### config.mk
export PLATFORM = sky130hd
export DESIGN_NAME = ini_line_classifier
export DESIGN_NICKNAME = d
export VERILOG_FILES = /design/src/hw/rtl/ilc_pkg.sv /design/src/hw/rtl/ilc_in_reg.sv /design/src/hw/rtl/ilc_line_core.sv /design/src/hw/rtl/ilc_out_reg.sv /design/src/hw/rtl/ini_line_classifier.sv
export SDC_FILE = /design/constraint.sdc
export NUM_CORES = 1
export LEC_CHECK = 0
export BUFFER_PORTS_ARGS = -buffer_cell sky130_fd_sc_hd__buf_2
export CAP_MARGIN = 20
export CORE_ASPECT_RATIO = 0.5
export CORE_UTILIZATION = 60
export DETAILED_ROUTE_END_ITERATION = 6
export PLACE_DENSITY_LB_ADDON = 0.08
export SYNTH_ARGS = -nofsm -noshare
export SYNTH_HDL_FRONTEND = slang
export SYNTH_SLANG_ARGS = --single-unit
### constraint.sdc
create_clock -name clk_i -period 3.3 [get_ports clk_i]
set_input_delay 0.66 -clock clk_i [delete_from_list [all_inputs] [get_ports clk_i]]
set_output_delay 0.66 -clock clk_i [all_outputs]
set_load 0.02 [all_outputs]
### src/hw/rtl/ilc_pkg.sv
// Shared types, character codes and constants of the INI line classifier.
`default_nettype none
package ilc_pkg;

  localparam int unsigned LINE_LEN = 256;
  localparam int unsigned OFF_W    = 9;
  localparam int unsigned CHR_W    = 8;
  localparam int unsigned KIND_W   = 3;
  localparam int unsigned MODE_W   = 2;
  localparam int unsigned OUT_TDATA_W = ((4 * OFF_W + 1 + 7) / 8) * 8;
  localparam int unsigned OUT_PAD_W   = OUT_TDATA_W - (4 * OFF_W + 1);

  localparam logic [CHR_W-1:0] CH_NUL   = 8'h00;
  localparam logic [CHR_W-1:0] CH_TAB   = 8'h09;
  localparam logic [CHR_W-1:0] CH_LF    = 8'h0A;
  localparam logic [CHR_W-1:0] CH_CR    = 8'h0D;
  localparam logic [CHR_W-1:0] CH_SPACE = 8'h20;
  localparam logic [CHR_W-1:0] CH_HASH  = 8'h23;
  localparam logic [CHR_W-1:0] CH_SLASH = 8'h2F;
  localparam logic [CHR_W-1:0] CH_EQ    = 8'h3D;
  localparam logic [CHR_W-1:0] CH_LBR   = 8'h5B;
  localparam logic [CHR_W-1:0] CH_RBR   = 8'h5D;

  localparam logic [MODE_W-1:0] MODE_ANY  = 2'd0;
  localparam logic [MODE_W-1:0] MODE_SECT = 2'd1;
  localparam logic [MODE_W-1:0] MODE_KEY  = 2'd2;

  typedef enum logic [3:0] {
    PH_LEAD      = 4'd0,
    PH_SECT_SKIP = 4'd1,
    PH_SECT_NAME = 4'd2,
    PH_KEY       = 4'd3,
    PH_VAL_SKIP  = 4'd4,
    PH_VAL       = 4'd5,
    PH_DONE      = 4'd6
  } phase_e;

  typedef enum logic [KIND_W-1:0] {
    KIND_SECTION   = 3'd0,
    KIND_KEY       = 3'd1,
    KIND_EMPTY_KEY = 3'd2,
    KIND_COMMENT   = 3'd3,
    KIND_EMPTY     = 3'd4,
    KIND_GARBAGE   = 3'd5,
    KIND_NONE      = 3'd7
  } kind_e;

  typedef struct packed {
    logic [CHR_W-1:0] chr;
    logic             last;
  } in_word_t;

  typedef struct packed {
    phase_e           phase;
    logic             held;
    kind_e            kind;
    logic [OFF_W-1:0] name_first;
    logic [OFF_W-1:0] name_last;
    logic [OFF_W-1:0] value_first;
    logic [OFF_W-1:0] value_last;
  } line_t;

  localparam line_t LINE_CLEAR = '{
    phase:       PH_LEAD,
    held:        1'b0,
    kind:        KIND_NONE,
    name_first:  '0,
    name_last:   '0,
    value_first: '0,
    value_last:  '0
  };

  typedef struct packed {
    kind_e            kind;
    logic [OFF_W-1:0] name_start;
    logic [OFF_W-1:0] name_end;
    logic [OFF_W-1:0] value_start;
    logic [OFF_W-1:0] value_end;
    logic             overflow;
  } result_t;

endpackage
`default_nettype wire

### src/hw/rtl/ilc_in_reg.sv
// Input register stage holding one accepted character word.
`default_nettype none
module ilc_in_reg (
  input  wire logic              clk_i,
  input  wire logic              rst_ni,
  input  wire logic              valid_i,
  output logic                   ready_o,
  input  wire ilc_pkg::in_word_t word_i,
  output logic                   valid_o,
  input  wire logic              advance_i,
  output ilc_pkg::in_word_t      word_o
);
  import ilc_pkg::*;

  logic     valid_q, valid_d;
  in_word_t word_q;

  assign ready_o = !valid_q || advance_i;
  assign valid_d = (valid_i && ready_o) || (valid_q && !advance_i);

  always_ff @(posedge clk_i or negedge rst_ni) begin
    if (!rst_ni) begin
      valid_q <= 1'b0;
    end else begin
      valid_q <= valid_d;
    end
  end

  always_ff @(posedge clk_i) begin
    if (valid_i && ready_o) begin
      word_q <= word_i;
    end
  end

  assign valid_o = valid_q;
  assign word_o  = word_q;

endmodule
`default_nettype wire

### src/hw/rtl/ilc_line_core.sv
// Per-character line state update and classification at the terminator.
`default_nettype none
module ilc_line_core (
  input  wire logic                       clk_i,
  input  wire logic                       rst_ni,
  input  wire logic                       fire_i,
  input  wire ilc_pkg::in_word_t          word_i,
  input  wire logic [ilc_pkg::MODE_W-1:0] mode_i,
  output logic                            res_valid_o,
  output ilc_pkg::result_t                res_o
);
  import ilc_pkg::*;

  line_t            line_q, line_d;
  logic [OFF_W-1:0] pos_q, pos_d;
  logic             ovf_q, ovf_d;
  line_t            fin, step_a, step_b;
  logic [OFF_W-1:0] pos_m1;

  function automatic line_t decide(line_t s, kind_e k);
    line_t r;
    r       = s;
    r.kind  = k;
    r.phase = PH_DONE;
    if (k != KIND_SECTION && k != KIND_KEY && k != KIND_EMPTY_KEY) begin
      r.name_first = '0;
      r.name_last  = '0;
    end
    if (k != KIND_KEY && k != KIND_EMPTY_KEY) begin
      r.value_first = '0;
      r.value_last  = '0;
    end
    return r;
  endfunction

  function automatic line_t handle(line_t s, logic [CHR_W-1:0] c, logic [OFF_W-1:0] p,
                                   logic dslash, logic [MODE_W-1:0] m);
    line_t r;
    logic  stop, crlf, blank;
    r     = s;
    stop  = (c == CH_HASH) || dslash;
    crlf  = (c == CH_CR) || (c == CH_LF);
    blank = (c == CH_SPACE) || (c == CH_TAB);
    unique case (s.phase)
      PH_LEAD: begin
        priority if (stop) r = decide(s, KIND_COMMENT);
        else if (c == CH_EQ) r = decide(s, KIND_GARBAGE);
        else if (crlf) r = decide(s, KIND_EMPTY);
        else if (blank) r = s;
        else if (c == CH_LBR) begin
          if (m == MODE_ANY || m == MODE_SECT) r.phase = PH_SECT_SKIP;
          else r = decide(s, KIND_GARBAGE);
        end else begin
          if (m == MODE_ANY || m == MODE_KEY) begin
            r.name_first = p;
            r.name_last  = p + OFF_W'(1);
            r.phase      = PH_KEY;
          end else begin
            r = decide(s, KIND_GARBAGE);
          end
        end
      end
      PH_SECT_SKIP: begin
        if (stop || crlf || c == CH_RBR) r = decide(s, KIND_GARBAGE);
        else if (!blank) begin
          r.name_first = p;
          r.name_last  = p + OFF_W'(1);
          r.phase      = PH_SECT_NAME;
        end
      end
      PH_SECT_NAME: begin
        priority if (stop || crlf) r = decide(s, KIND_GARBAGE);
        else if (c == CH_RBR) r = decide(s, KIND_SECTION);
        else if (!blank) r.name_last = p + OFF_W'(1);
        else r = s;
      end
      PH_KEY: begin
        priority if (stop || crlf || c == CH_LBR || c == CH_RBR) r = decide(s, KIND_GARBAGE);
        else if (c == CH_EQ) r.phase = PH_VAL_SKIP;
        else if (!blank) r.name_last = p + OFF_W'(1);
        else r = s;
      end
      PH_VAL_SKIP: begin
        if (stop) r = decide(s, KIND_GARBAGE);
        else if (!blank) begin
          r.value_first = p;
          r.value_last  = p + OFF_W'(1);
          r.phase       = PH_VAL;
        end
      end
      PH_VAL: begin
        if (!blank) r.value_last = p + OFF_W'(1);
      end
      default: r = s;
    endcase
    return r;
  endfunction

  // Close the line content at p: flush a held slash, then settle the kind.
  function automatic line_t finish(line_t s, logic [OFF_W-1:0] p, logic [MODE_W-1:0] m);
    line_t r;
    r = s;
    if (s.held) begin
      r.held = 1'b0;
      r      = handle(r, CH_SLASH, p - OFF_W'(1), 1'b0, m);
    end
    unique case (r.phase)
      PH_DONE: r = r;
      PH_VAL_SKIP: begin
        r.value_first = p;
        r.value_last  = p;
        r = decide(r, KIND_EMPTY_KEY);
      end
      PH_VAL: r = decide(r, KIND_KEY);
      default: r = decide(r, KIND_GARBAGE);
    endcase
    return r;
  endfunction

  assign pos_m1 = pos_q - OFF_W'(1);
  assign fin    = finish(line_q, pos_q, mode_i);

  always_comb begin
    step_a = line_q;
    if (line_q.held) begin
      step_a.held = 1'b0;
      step_a = handle(step_a, CH_SLASH, pos_m1, word_i.chr == CH_SLASH, mode_i);
    end
    step_b = step_a;
    if (step_a.phase != PH_DONE) begin
      if (word_i.chr == CH_SLASH) step_b.held = 1'b1;
      else step_b = handle(step_a, word_i.chr, pos_q, 1'b0, mode_i);
    end
  end

  always_comb begin
    line_d = line_q;
    pos_d  = pos_q;
    ovf_d  = ovf_q;
    if (fire_i) begin
      if (word_i.last) begin
        line_d = LINE_CLEAR;
        pos_d  = '0;
        ovf_d  = 1'b0;
      end else if (pos_q >= OFF_W'(LINE_LEN)) begin
        ovf_d = 1'b1;
      end else begin
        if (line_q.phase != PH_DONE) begin
          if (word_i.chr == CH_NUL) line_d = finish(line_q, pos_q, mode_i);
          else line_d = step_b;
        end
        pos_d = pos_q + OFF_W'(1);
      end
    end
  end

  always_ff @(posedge clk_i or negedge rst_ni) begin
    if (!rst_ni) begin
      line_q <= LINE_CLEAR;
      pos_q  <= '0;
      ovf_q  <= 1'b0;
    end else begin
      line_q <= line_d;
      pos_q  <= pos_d;
      ovf_q  <= ovf_d;
    end
  end

  assign res_valid_o       = fire_i && word_i.last;
  assign res_o.kind        = fin.kind;
  assign res_o.name_start  = fin.name_first;
  assign res_o.name_end    = fin.name_last;
  assign res_o.value_start = fin.value_first;
  assign res_o.value_end   = fin.value_last;
  assign res_o.overflow    = ovf_q;

endmodule
`default_nettype wire

### src/hw/rtl/ilc_out_reg.sv
// Result register driving the output stream.
`default_nettype none
module ilc_out_reg (
  input  wire logic             clk_i,
  input  wire logic             rst_ni,
  input  wire logic             load_i,
  input  wire ilc_pkg::result_t res_i,
  output logic                  free_o,
  output logic                  valid_o,
  input  wire logic             ready_i,
  output ilc_pkg::result_t      res_o
);
  import ilc_pkg::*;

  logic    valid_q, valid_d;
  result_t res_q;

  assign free_o  = !valid_q || ready_i;
  assign valid_d = load_i || (valid_q && !ready_i);

  always_ff @(posedge clk_i or negedge rst_ni) begin
    if (!rst_ni) begin
      valid_q <= 1'b0;
    end else begin
      valid_q <= valid_d;
    end
  end

  always_ff @(posedge clk_i) begin
    if (load_i) begin
      res_q <= res_i;
    end
  end

  assign valid_o = valid_q;
  assign res_o   = res_q;

endmodule
`default_nettype wire

### src/hw/rtl/ini_line_classifier.sv
// Top level of the INI line classifier.
// Result path: input register, combinational line core, result register.
// Throughput: one word per cycle unless a terminator waits for the result register.
// A terminator waits in the input register only while the result register is full.
// Reset: line state cleared, mode register returns to 0 (any kind accepted).
`default_nettype none
module ini_line_classifier (
  input  wire logic                       clk_i,
  input  wire logic                       rst_ni,
  input  wire logic                       cfg_we_i,
  input  wire logic [ilc_pkg::MODE_W-1:0] cfg_wdata_i,   // wanted_kind
  input  wire logic                       s_axis_tvalid,
  output logic                            s_axis_tready,
  input  wire logic [7:0]                 s_axis_tdata,  // [7:0] char_in
  input  wire logic                       s_axis_tlast,  // line_end
  output logic                            m_axis_tvalid,
  input  wire logic                       m_axis_tready,
  // [8:0] name_start, [17:9] name_end, [26:18] value_start, [35:27] value_end,
  // [36] overflow, [39:37] zero
  output logic [ilc_pkg::OUT_TDATA_W-1:0] m_axis_tdata,
  output logic [ilc_pkg::KIND_W-1:0]      m_axis_tuser   // [2:0] line_kind
);
  import ilc_pkg::*;

  logic [MODE_W-1:0] mode_q;
  in_word_t          in_word, s1_word;
  logic              s1_valid, advance, out_free, res_valid;
  result_t           res, out_res;

  always_ff @(posedge clk_i or negedge rst_ni) begin
    if (!rst_ni) begin
      mode_q <= MODE_ANY;
    end else if (cfg_we_i) begin
      mode_q <= cfg_wdata_i;
    end
  end

  assign in_word.chr  = s_axis_tdata;
  assign in_word.last = s_axis_tlast;
  assign advance      = s1_valid && (!s1_word.last || out_free);

  ilc_in_reg u_in_reg (
    .clk_i     (clk_i),
    .rst_ni    (rst_ni),
    .valid_i   (s_axis_tvalid),
    .ready_o   (s_axis_tready),
    .word_i    (in_word),
    .valid_o   (s1_valid),
    .advance_i (advance),
    .word_o    (s1_word)
  );

  ilc_line_core u_core (
    .clk_i       (clk_i),
    .rst_ni      (rst_ni),
    .fire_i      (advance),
    .word_i      (s1_word),
    .mode_i      (mode_q),
    .res_valid_o (res_valid),
    .res_o       (res)
  );

  ilc_out_reg u_out_reg (
    .clk_i   (clk_i),
    .rst_ni  (rst_ni),
    .load_i  (res_valid),
    .res_i   (res),
    .free_o  (out_free),
    .valid_o (m_axis_tvalid),
    .ready_i (m_axis_tready),
    .res_o   (out_res)
  );

  assign m_axis_tdata = {{OUT_PAD_W{1'b0}}, out_res.overflow, out_res.value_end,
                         out_res.value_start, out_res.name_end, out_res.name_start};
  assign m_axis_tuser = out_res.kind;

endmodule
`default_nettype wire

==> results.yml <==
clock_network:
  insertion_delay_ns: 0.36
  clock_path_buffers: 2
  cts_tree: "built"
  clk_transition_reported_paths_ns: 0.08
  hold_buffers: 0
  cts_sinks: 107
  cts-root-buf: "clkbuf_16"
  cts_buffers: 9
  ctsHtreeMaxLevel: 3
die:
  die_height_um: 79.98
  coreArea_mm2: 0.01184
  rows: 28
  die_width_um: 158.0
  initial_core_util_pct: 61.62
  io-pin-count: 61
  die-area_mm2: 0.01263
timing:
  slew_headroom_pct: 28.36
  period_needed_ns: 3.148
  fmax_mhz: 317.7
  final.setup.worst_slack_ns: 0.1524
  slew_violations: 0
  rsz0062_at_grt: "no"
  setup_viol: 0
  setup_tns_ns: 0
  finalCritPeriodShare_pct: 95.38
  finalHoldViolations: 0
  skew_ns: 0.006687
  worst_pin_slew_ns: 1.071
pwr:
  pwr-share-seq_pct: 32.1
  power_density_mw_per_mm2: 611.9
  power_leakage_nw: 3.253
  clkPwrFrac_pct: 21.4
  p_sw_share_pct: 44.48
  combPwrFrac_pct: 46.5
  ir_worst_vdd_uv: 335.8
  p_sw_mw: 2.303
  p_int_mw: 2.875
logic_synthesis:
  yosys-top-cells-area: "edfxtp_1 20%, dfrtp_1 19%, o21ai_0 6.8%"
  yosysSeqAreaShare_pct: 40.11
  syn_avg_cell_area_um2: 8.515
  yosys_warnings: 0
  syn_area_mm2: 0.007297
  async_reset_ff_share_pct: 54.21
  synth_most_common_cell: "nand2_1"
  synth_edf_count: 49
  synth_cell_types: 86
  synth_flop_cell: "dfrtp_1"
  synth_top_area_share_pct: 20.16
  syn_inst: 857
  synth-seq-cells: 107
  synth_common_cells: "107 x nand2_1, 99 x o21ai_0, 77 x nor2_1"
  yosysTopAreaCell: "edfxtp_1"
global_routing:
  antenna_found_initial: 0
  grt_pass1_wl_um: 41500
  grt_usage_pct: 44.39
  grt_max_degree: 59
  grt_overflow_total: 0
  grt_pass1_vias: 7435
finish:
  multi_input_area_mm2: 0.004108
  area_growth_pct: 15.96
  diodes: 0
  drive_above_1_share_pct: 19.60
  seq_area_mm2: 0.002927
  fillers: 962
  fin_nets: 967
place:
  gp_congestion: 1.045
  port_buffers: 57
  dp_hpwl_um: 19840
  place_ws_ns: 0.2421
route:
  postRouteAntennaNets: 0
  post_drt_wl_per_cell_um: 24.36
  wl_met2_um: 10820
  viasPerCell: 7.254
  drc: 0
  wl_met3_um: 4991
  wirelength_met1_um: 10380
  wl_um: 27260
  drt_first_pass_iters: 7
  topRoutingLayerUsed: "met4"
  drt_iter0_markers: 1533
  num_vias: 8117
hold_path:
  hp-class: "reg2reg"
setup_path:
  arrival_ns: 3.40
  crit_type: "reg2reg"
  path_max_fanout: 8
  path_cells: "inv_2 -> ha_1 -> nor2b_1 -> o21ai_0 -> a21oi_1 -> xnor2_1 -> nor3_1 -> a21oi_1 -> o21ai_0 -> a32o_1"
  slowest_stage: "nor2b_1"
  endpoint_kind: "flip-flop"
  crit_path_start_kind: "flip-flop"
  required_ns: 3.55
  cp_slowest_stage_delay_ns: 0.50
flow_run:
  maxCapViolCount: 0
run_status:
  status: "finished, final reports clean"
## state kept, by name, summed over array words and instances (netlist names)
register	count
u_core.pos_q	9
u_core.line_q	44
mode_q	2
u_out_reg.valid_o	1
u_in_reg.word_o	9
u_out_reg.res_o	40
u_core.ovf_q	1
u_in_reg.valid_o	1
## power by group through the flow
stage	Sequential (mW)	Clock, mW	Combinational, mW
6_report	1.66	1.11	2.41
5_1_grt	1.67	1.16	2.48
4_1_cts	1.65	1.11	2.24
3_5_place_dp	1.68	0	2.22
3_3_place_gp	1.67	0	2.21
2_1_floorplan	1.64	0	1.36
## per-layer routing
layer  global-route usage, %  up-vias
met5                       0        -
met4                   16.83        0
met3                   17.54      146
met2                   63.17      805
met1                   60.11     3742
li1                        -     3424
## worst max-delay path: cells and delay by family (launching register included)
kind	cells	cell delay (ns)
buf+inv	1	0.18
simple gates	2	0.60
fa+ha+maj	1	0.30
xor+xnor	1	0.26
compound gates	5	1.30
flops	1	0.39
## repair_timing
action                     CTS  global route
resized for setup            0             1
buffers inserted             0             0
setup endpoints to repair    0             5
## worst paths after layout
check                                start                 end  slack [ns]  depth (start not counted)
min in group asynchronous           rst_ni   u_core.line_q[12]        0.49                          2
setup reg to reg           u_core.pos_q[0]   u_core.line_q[24]        0.15                         10
hold reg to reg               u_core.ovf_q  u_out_reg.res_o[0]        0.47                          0
max in group asynchronous           rst_ni   u_core.line_q[34]        2.21                          2
setup / recovery           u_core.pos_q[0]   u_core.line_q[24]        0.15                         10
hold / removal                u_core.ovf_q  u_out_reg.res_o[0]        0.47                          0
## cell usage in the layout (no fill, tap or decap), types with 8 or more instances in the layout
master | Yosys | final
inv_1 | 12 | 12
a22o_1 | 19 | 19
xnor2_1 | 13 | 13
clkbuf_16 | 0 | 9
a21oi_1 | 58 | 58
o21ai_0 | 99 | 98
o22ai_1 | 11 | 11
nor3_1 | 22 | 22
edfxtp_1 | 49 | 49
a22oi_1 | 47 | 47
nor2_1 | 77 | 77
a221oi_1 | 10 | 10
dfrtp_1 | 55 | 55
buf_2 | 13 | 57
buf_4 | 5 | 78
o21ai_1 | 18 | 18
and2_1 | 9 | 9
nand2_1 | 107 | 107
o211ai_1 | 9 | 9
nand2b_1 | 11 | 11
nand3_1 | 24 | 24
o31ai_1 | 8 | 8
## final cells by class
class                   count  share of cell area [%]
repair buffers            135                   10.29
well taps                 165                   2.440
clock inverters             6                  0.7393
flip-flops and latches    107                   34.59
inverters                  13                  0.5767
clock buffers              10                   2.824
multi-input cells         683                   48.54
## through the flow
| stage | total power [mW] | hold WS (ns) | util, % | instance area, um2 | std cells |
|---|---|---|---|---|---|
| floorplan | 2.998 | 0.3644 | - | 7305 | 859 |
| global placement | 3.884 | 0.4383 | 68.86 | 8154 | 1103 |
| detailed placement | 3.899 | 0.4483 | 68.86 | 8154 | 1103 |
| CTS | 4.995 | 0.4668 | 71.41 | 8456 | 1119 |
| global route | 5.311 | 0.4656 | 71.46 | 8462 | 1119 |
| finish | 5.178 | 0.4664 | 71.46 | 8462 | 1119 |
## cell families after synthesis
group / share of synthesized area (%)
fa+ha+maj: 0.3429
other cells: 0.05139
xor+xnor: 2.281
compound gates: 31.46
flops: 40.11
simple gates: 21.43
buf+inv: 4.029
mux: 0.2915
Note: power is estimated with default switching activity, not from simulation.
